**config.mk**
```make
export PLATFORM = sky130hd
export DESIGN_NAME = ebml_element_walker_flat
export DESIGN_NICKNAME = d
export VERILOG_FILES = /design/src/rtl/core/eew_pkg.sv /design/src/rtl/core/eew_byte_if.sv /design/src/rtl/core/eew_event_if.sv /design/src/rtl/core/ebml_element_walker.sv /design/src/flat_wrapper.sv
export SDC_FILE = /design/constraint.sdc
export NUM_CORES = 2
export LEC_CHECK = 0
export ABC_AREA = 0
export BUFFER_PORTS_ARGS = -buffer_cell sky130_fd_sc_hd__buf_2
export CAP_MARGIN = 40
export CORE_UTILIZATION = 42
export DETAILED_ROUTE_END_ITERATION = 7
export HOLD_SLACK_MARGIN = 0.06
export SLEW_MARGIN = 10
export SYNTH_ARGS = -nofsm -noshare
export SYNTH_HDL_FRONTEND = slang
export SYNTH_SLANG_ARGS = --single-unit
```
**constraint.sdc**
```tcl
create_clock -name clk -period 7.8 [get_ports clk]
set_input_delay 0.39 -clock clk [delete_from_list [all_inputs] [get_ports clk]]
set_output_delay 0.39 -clock clk [all_outputs]
set_load 0.02 [all_outputs]
```
**src/rtl/core/eew_pkg.sv**
```systemverilog
// ----------------------------------------------------------------------------
// eew_pkg
// Shared widths, event codes and result type of the element walker.
// ----------------------------------------------------------------------------
package eew_pkg;

	localparam int BYTE_W = 8;
	localparam int LEN_W  = 32;
	localparam int KIND_W = 3;
	localparam int VINT_W = 56;

	localparam logic [KIND_W-1:0] EV_HEADER    = 3'd0;
	localparam logic [KIND_W-1:0] EV_SIGNATURE = 3'd1;
	localparam logic [KIND_W-1:0] EV_INVALID   = 3'd2;
	localparam logic [KIND_W-1:0] EV_OVERFLOW  = 3'd3;
	localparam logic [KIND_W-1:0] EV_END       = 3'd4;

	localparam logic [VINT_W-1:0] ID_HEADER    = 56'h0A45DFA3;
	localparam logic [VINT_W-1:0] ID_SIGNATURE = 56'h5345414C;

	typedef struct packed {
		logic [KIND_W-1:0] event_kind;
		logic [LEN_W-1:0]  payload_start;
		logic [LEN_W-1:0]  payload_end;
		logic [LEN_W-1:0]  insert_offset;
	} result_t;

endpackage

```
**src/rtl/core/eew_byte_if.sv**
```systemverilog
// ----------------------------------------------------------------------------
// eew_byte_if
// Valid/ready channel carrying one file byte per item.
// ----------------------------------------------------------------------------
interface eew_byte_if;
	import eew_pkg::*;

	logic              valid;
	logic              ready;
	logic [BYTE_W-1:0] data_byte;

	modport source (output valid, output data_byte, input ready);
	modport sink (input valid, input data_byte, output ready);

endinterface

```
**src/rtl/core/eew_event_if.sv**
```systemverilog
// ----------------------------------------------------------------------------
// eew_event_if
// Valid/ready channel carrying one walker event per item.
// ----------------------------------------------------------------------------
interface eew_event_if;
	import eew_pkg::*;

	logic              valid;
	logic              ready;
	logic [KIND_W-1:0] event_kind;
	logic [LEN_W-1:0]  payload_start;
	logic [LEN_W-1:0]  payload_end;
	logic [LEN_W-1:0]  insert_offset;

	modport source (output valid, output event_kind, output payload_start,
		output payload_end, output insert_offset, input ready);
	modport sink (input valid, input event_kind, input payload_start,
		input payload_end, input insert_offset, output ready);

endinterface

```
**src/rtl/core/ebml_element_walker.sv**
```systemverilog
// ----------------------------------------------------------------------------
// ebml_element_walker
// Walks the top-level elements of an EBML byte stream and reports header
// and signature payload ranges, stops and end of file.
// ----------------------------------------------------------------------------
// Usage:
//   byte_in takes one file byte per item, in file order. event_out gives
//   events: header, signature, invalid stop, overflow stop, end reached.
//   cfg_wr_en/cfg_wr_data write total_length and restart the walk; write it
//   while the block is idle, before the first byte of a file.
// Timing:
//   one byte is accepted every cycle while byte_in.ready is high; the state
//   update for a byte is done in the cycle it is accepted, and its events
//   (zero, one or two) are pushed into a four-entry result queue, from
//   which event_out gives them in order. byte_in.ready is high while the
//   queue has at least two free entries, so a byte that yields two events
//   always finds room in the queue.
// Reset and stall:
//   arst_n clears the walk, total_length and the queue. When event_out is
//   stalled the queue fills and byte_in.ready drops; no event is lost.
//   After a stop or the end event further bytes are accepted and dropped.
// ----------------------------------------------------------------------------
module ebml_element_walker #(
	parameter int OFFSET_BITS = 32
) (
	input  logic                     clk,
	input  logic                     arst_n,
	input  logic                     cfg_wr_en,
	input  logic [eew_pkg::LEN_W-1:0] cfg_wr_data,
	eew_byte_if.sink                 byte_in,
	eew_event_if.source              event_out
);
	import eew_pkg::*;

	localparam logic [1:0] PH_ID   = 2'd0;
	localparam logic [1:0] PH_LEN  = 2'd1;
	localparam logic [1:0] PH_SKIP = 2'd2;
	localparam logic [1:0] PH_DONE = 2'd3;

	localparam int CW    = (OFFSET_BITS > LEN_W + 1) ? OFFSET_BITS : LEN_W + 1;
	localparam int QD    = 4;
	localparam int PTR_W = $clog2(QD);
	localparam int CNT_W = PTR_W + 1;

	logic [1:0]             phase_q, phase_d;
	logic [OFFSET_BITS-1:0] pos_q, pos_d;
	logic [2:0]             left_q, left_d;
	logic [VINT_W-1:0]      acc_q, acc_d;
	logic [VINT_W-1:0]      id_q, id_d;
	logic [LEN_W-1:0]       skip_q, skip_d;
	logic [LEN_W-1:0]       lip_q, lip_d;
	logic [LEN_W-1:0]       total_q;

	result_t                res_a, res_b;
	logic                   push_a, push_b, stop;

	logic                   take;
	logic [BYTE_W-1:0]      b;
	logic [2:0]             lz;
	logic [VINT_W-1:0]      take_acc;
	logic [2:0]             take_left;
	logic [OFFSET_BITS-1:0] pos_inc, end_v;
	logic [LEN_W:0]         start33, room;
	logic                   ovf, is_hdr, is_sig;

	result_t                mem_q [QD];
	logic [PTR_W-1:0]       wr_q, rd_q;
	logic [CNT_W-1:0]       count_q;
	logic                   pop;

	assign b    = byte_in.data_byte;
	assign take = byte_in.valid && byte_in.ready;
	assign pop  = event_out.valid && event_out.ready;

	// leading zeros of the lead byte, capped at seven
	always_comb begin
		lz = 3'd7;
		for (int i = 6; i >= 0; i--) begin
			if (b[7-i]) begin
				lz = 3'(i);
			end
		end
	end

	always_comb begin
		if (left_q == 3'd0) begin
			take_acc  = VINT_W'(b & (8'h7F >> lz));
			take_left = lz;
		end else begin
			take_acc  = {acc_q[VINT_W-9:0], b};
			take_left = left_q - 3'd1;
		end
	end

	assign pos_inc = pos_q + 1'b1;
	assign start33 = (LEN_W + 1)'(pos_inc);
	assign room    = {1'b0, total_q} - start33;
	assign ovf     = take_acc > VINT_W'(room);
	assign end_v   = pos_inc + OFFSET_BITS'(take_acc);
	assign is_hdr  = id_q == ID_HEADER;
	assign is_sig  = id_q == ID_SIGNATURE;

	always_comb begin
		phase_d = phase_q;
		pos_d   = pos_q;
		left_d  = left_q;
		acc_d   = acc_q;
		id_d    = id_q;
		skip_d  = skip_q;
		lip_d   = lip_q;
		push_a  = 1'b0;
		push_b  = 1'b0;
		res_a   = '0;
		res_b   = '0;
		stop    = 1'b0;
		if (take && phase_q != PH_DONE) begin
			if (CW'(pos_q) >= CW'(total_q)) begin
				phase_d = PH_DONE;
				push_a  = 1'b1;
				res_a   = '{EV_END, '0, '0, lip_q};
			end else begin
				if (phase_q == PH_SKIP) begin
					skip_d = skip_q - 1'b1;
					if (skip_d == '0) begin
						phase_d = PH_ID;
					end
				end else if (left_q == 3'd0 && b == '0) begin
					phase_d = PH_DONE;
					pos_d   = pos_inc;
					stop    = 1'b1;
					push_a  = 1'b1;
					res_a   = '{EV_INVALID, '0, '0, lip_q};
				end else begin
					acc_d  = take_acc;
					left_d = take_left;
					if (take_left == 3'd0) begin
						if (phase_q == PH_ID) begin
							id_d    = take_acc;
							phase_d = PH_LEN;
						end else if (ovf) begin
							phase_d = PH_DONE;
							pos_d   = pos_inc;
							stop    = 1'b1;
							push_a  = 1'b1;
							res_a   = '{EV_OVERFLOW, LEN_W'(pos_inc), '0, lip_q};
						end else begin
							if (is_hdr || is_sig) begin
								lip_d  = LEN_W'(end_v);
								push_a = 1'b1;
								res_a  = '{is_hdr ? EV_HEADER : EV_SIGNATURE,
									LEN_W'(pos_inc), LEN_W'(end_v), LEN_W'(end_v)};
							end
							skip_d  = LEN_W'(take_acc);
							phase_d = (take_acc == '0) ? PH_ID : PH_SKIP;
						end
					end
				end
				if (!stop) begin
					pos_d = pos_inc;
					if (CW'(pos_inc) >= CW'(total_q)) begin
						phase_d = PH_DONE;
						if (push_a) begin
							push_b = 1'b1;
							res_b  = '{EV_END, '0, '0, lip_d};
						end else begin
							push_a = 1'b1;
							res_a  = '{EV_END, '0, '0, lip_d};
						end
					end
				end
			end
		end
	end

	always_ff @(posedge clk or negedge arst_n) begin
		if (!arst_n) begin
			total_q <= '0;
			phase_q <= PH_ID;
			pos_q   <= '0;
			left_q  <= '0;
			acc_q   <= '0;
			id_q    <= '0;
			skip_q  <= '0;
			lip_q   <= '0;
		end else if (cfg_wr_en) begin
			total_q <= cfg_wr_data;
			phase_q <= PH_ID;
			pos_q   <= '0;
			left_q  <= '0;
			acc_q   <= '0;
			id_q    <= '0;
			skip_q  <= '0;
			lip_q   <= '0;
		end else begin
			phase_q <= phase_d;
			pos_q   <= pos_d;
			left_q  <= left_d;
			acc_q   <= acc_d;
			id_q    <= id_d;
			skip_q  <= skip_d;
			lip_q   <= lip_d;
		end
	end

	// result queue
	always_ff @(posedge clk) begin
		if (push_a) begin
			mem_q[wr_q] <= res_a;
		end
		if (push_b) begin
			mem_q[wr_q + 1'b1] <= res_b;
		end
	end

	always_ff @(posedge clk or negedge arst_n) begin
		if (!arst_n) begin
			wr_q    <= '0;
			rd_q    <= '0;
			count_q <= '0;
		end else begin
			wr_q    <= wr_q + PTR_W'(push_a) + PTR_W'(push_b);
			rd_q    <= rd_q + PTR_W'(pop);
			count_q <= count_q + CNT_W'(push_a) + CNT_W'(push_b) - CNT_W'(pop);
		end
	end

	assign byte_in.ready           = count_q <= CNT_W'(QD - 2);
	assign event_out.valid         = count_q != '0;
	assign event_out.event_kind    = mem_q[rd_q].event_kind;
	assign event_out.payload_start = mem_q[rd_q].payload_start;
	assign event_out.payload_end   = mem_q[rd_q].payload_end;
	assign event_out.insert_offset = mem_q[rd_q].insert_offset;

endmodule

```
**src/flat_wrapper.sv**
```systemverilog
// flat-port wrapper written by rule: the top's interface ports become plain ports
module ebml_element_walker_flat import eew_pkg::*;
#(
	parameter int OFFSET_BITS = 32
)
  (clk, arst_n, cfg_wr_en, cfg_wr_data, byte_in_valid, byte_in_data_byte, byte_in_ready, event_out_valid, event_out_event_kind, event_out_payload_start, event_out_payload_end, event_out_insert_offset, event_out_ready);
  eew_byte_if byte_in_i ();
  eew_event_if event_out_i ();
  input  logic clk;
  input  logic arst_n;
  input  logic cfg_wr_en;
  input  logic [eew_pkg::LEN_W-1:0] cfg_wr_data;
  input wire logic [$bits(byte_in_i.valid)-1:0] byte_in_valid;
  input wire logic [$bits(byte_in_i.data_byte)-1:0] byte_in_data_byte;
  output wire logic [$bits(byte_in_i.ready)-1:0] byte_in_ready;
  output wire logic [$bits(event_out_i.valid)-1:0] event_out_valid;
  output wire logic [$bits(event_out_i.event_kind)-1:0] event_out_event_kind;
  output wire logic [$bits(event_out_i.payload_start)-1:0] event_out_payload_start;
  output wire logic [$bits(event_out_i.payload_end)-1:0] event_out_payload_end;
  output wire logic [$bits(event_out_i.insert_offset)-1:0] event_out_insert_offset;
  input wire logic [$bits(event_out_i.ready)-1:0] event_out_ready;
  assign byte_in_i.valid = byte_in_valid;
  assign byte_in_i.data_byte = byte_in_data_byte;
  assign byte_in_ready = byte_in_i.ready;
  assign event_out_valid = event_out_i.valid;
  assign event_out_event_kind = event_out_i.event_kind;
  assign event_out_payload_start = event_out_i.payload_start;
  assign event_out_payload_end = event_out_i.payload_end;
  assign event_out_insert_offset = event_out_i.insert_offset;
  assign event_out_i.ready = event_out_ready;
  ebml_element_walker #(.OFFSET_BITS(OFFSET_BITS)) u_core (.clk(clk), .arst_n(arst_n), .cfg_wr_en(cfg_wr_en), .cfg_wr_data(cfg_wr_data), .byte_in(byte_in_i), .event_out(event_out_i));
endmodule
```
==> impl_results.md <==
* DRT Pass-1 Iters at 5
* Crit-path max FO at 8
* Leak at between 15 and 20 nW
* CTS root buf: clkbuf_16
* Worst vdd ir at roughly 0.2 mV
* DR vias at approximately 30000
* Number of global-route vias before repair at approximately 28000
* Post-synthesis net count at 3999
* Share of cells above drive strength 1 at 0.142
* Setup crit end kind: flip-flop
* Max Clk Rate at 0.136 GHz
* Drt wl/cell at 22.3 um
* Crit path max-delay cell type: or4_4
* FF+latch count, synth at 640
* Slowest stage delay, CP at 0.48 ns
* Final GP Congestion at between 0.9 and 1
* Final Setup Violations at 0
* Dominant synthesized flop cell: dfxtp_1
* Crit path DAT at 7.84 ns
* Clk_lat worst skew at about 0.63 ns
* Crit path time final at around 7.3 ns
* CTS tree: done
* Max-slew headroom at 0.319
* Worst Hold Class: input port to flip-flop
* Setup Skew at between 0.02 and 0.03 ns
* Htree depth at 3
* Vias per cell at 5.86
* Core ar. at 82000 sq um
* Initial Util at 0.423
* Total congestion overflow at 0
* Synthesized cell area at approximately 35000 sq um
* Slew of the pin with the lowest slew margin at between 1 and 1.5 ns
* Data required time of the worst path at 8.31 ns
* Largest net degree at the start of global routing at between 150 and 200
* GR Util All Layers at 0.266
* Setup TNS at 0 ns
* Asr flop ratio synth at 0.381
* Clock buffer depth at 3
* Most common cell after layout, fill and taps aside: nand2_1
* Synth Instances at ~3800
* Post-detail-place hpwl at approximately 77 mm
* Std-Cell Rows at 105
* Startpoint types: flip-flop
* Yosys warnings at 0
* Count of clock tree sinks at between 600 and 700
* Fin crit share at 0.940
* # fillers at just under 8000
* Syn-to-layout area delta at 15.5%
* Nets at ~4100
* Synth unique cells at 93
* Max cap viols at 0
* Worst path most repeated cell: ha_1
* Run status: finished clean
* RSZ-0062 raised after global routing: false
* First-pass GRT wire length at approximately 170 mm
* Minimum hold slack at just over 0.1 ns
* Detailed Route WL at between 100 and 150 mm
* Pwr per Cell Area at around 260 nW/um^2
* Number of top-level pins at about 150
* Die area at 83800 sq um
* Commonest non-fill, non-tap cells in the layout: nand2_1 (619), nor2_1 (351), a21oi_1 (348), dfxtp_1 (264), dfrtp_1 (242)
* DRC violations left at 0
* Hold Fails Final Rpt at 0
* Clock transition at path regs at ~0.060 ns
* Drt initial violations at 3266
* Die H at about 290 um
* Sequential area share after synthesis at 0.443
* Post-Syn Area per Cell at 9.10 sq um
* Port Buf Inserts at approximately 150
* Slew Viols, Final at 0
* Die W at just under 300 um
* Kind of critical path: flip-flop to flip-flop
* Initial antenna violation count at 0
* Routed Antenna Nets at 0
* CTS Buf Count at 73
* EDFF count, synth at about 130
-- power by group --
part | internal [mW] | switching [mW]
registers | 3.57 | 0.230
clock network | 2.11 | 1.46
logic | 0.981 | 1.93
-- flip-flops by register name, summed over array words and instances (netlist names), 3 cells and up --
name            count
u_core.total_q     32
u_core.acc_q       48
u_core.pos_q       32
u_core.left_q       3
u_core.id_q        56
u_core.skip_q      32
u_core.mem_q      396
u_core.lip_q       32
u_core.count_q      3
-- through the flow --
stage,worst slack (ns),cells,instance area [sq um],util,power (mW)
2_1_floorplan,0.295,3813,34700,-,5.70
3_3_place_gp,0.287,4897,36800,0.449,6.64
3_5_place_dp,0.0944,4917,37100,0.452,6.71
4_1_cts,0.0746,5084,39900,0.487,10.3
5_1_grt,0.00877,5092,40100,0.489,10.7
6_report,0.471,5093,40100,0.489,10.3
-- Yosys cell counts (all sizes together), types with 42 or more instances --
library cell,instances,share of area
nand2,620,0.067
nor2,356,0.039
a21oi,351,0.051
dfxtp,264,0.15
o21ai,249,0.036
dfrtp,244,0.18
nand3,153,0.022
clkbuf,152,0.016
ha,136,0.049
edfxtp,132,0.11
inv,122,0.013
mux4,99,0.064
buf,93,0.014
o22ai,85,0.016
a22o,67,0.017
xnor2,61,0.015
xor2,60,0.015
nor3,52,0.0079
a21o,42,0.0091
-- per-layer routing --
layer	vias to the layer above	routed length [um]	global-route usage
li1	14000	-	-
met1	14500	50700	0.371
met2	1163	51000	0.418
met3	188	7480	0.0376
met4	0	4190	0.0970
met5	-	0	0
-- final cells by class --
type | count | area (sq um) | share of cell area
antenna | 1 | 2.50 | 0.0000624
clock buffer | 98 | 2100 | 0.0525
clock inverter | 37 | 399 | 0.00996
inverter | 123 | 463 | 0.0115
multi-input combinational | 2805 | 18000 | 0.450
sequential | 640 | 15400 | 0.383
tap | 1070 | 1340 | 0.0334
timing repair buffer | 319 | 2390 | 0.0596
-- cell families (layout without fill, tap and decap cells) --
logic type                 count (synthesis)  count (layout)  share of synthesized area
xor gates and xnor gates                 121             121                     0.0305
and+or+nand+nor                         1421            1421                      0.183
AOI/OAI and AO/OA                       1002            1002                      0.179
DFF                                      640             640                      0.443
adders and majority gates                141             141                     0.0519
buffers and inverters                    368             577                     0.0435
muxes                                    120             120                     0.0703
other                                      0               1                          0
-- repair_timing --
action	in CTS	in global routing
resized for setup	0	29
endpoints found under the hold margin	118	0
endpoints found under the setup margin	0	487
setup buffers	0	8
hold buffers	32	0
-- final timing paths --
kind,start,to,slack [ns],cells after the start
max in group asynchronous,arst_n,u_core.rd_q[0]$_DFF_PN0_,6.02,3
min in group asynchronous,arst_n,u_core.acc_q[45]$_DFFE_PN0P_,0.37,2
max,u_core.pos_q[0]$_DFFE_PN0P_,u_core.count_q[2]$_DFF_PN0_,0.47,29
max reg2reg,u_core.pos_q[0]$_DFFE_PN0P_,u_core.count_q[2]$_DFF_PN0_,0.47,29
min,cfg_wr_data[0],u_core.total_q[0]$_DFFE_PN0P_,0.10,3
min reg2reg,u_core.mem_q[2][38]$_SDFFE_PP0N_,u_core.mem_q[2][38]$_SDFFE_PP0N_,0.45,2
-- worst max-delay path, delay by kind of cell (launching register included) --
family	cells	cell delay, ns
compound gates	11	2.18
flops	1	0.35
fa+ha+maj	5	1.88
buf+inv	3	0.47
simple gates	8	1.89
xor+xnor	2	0.42
Power figures use the tool's default switching activity.
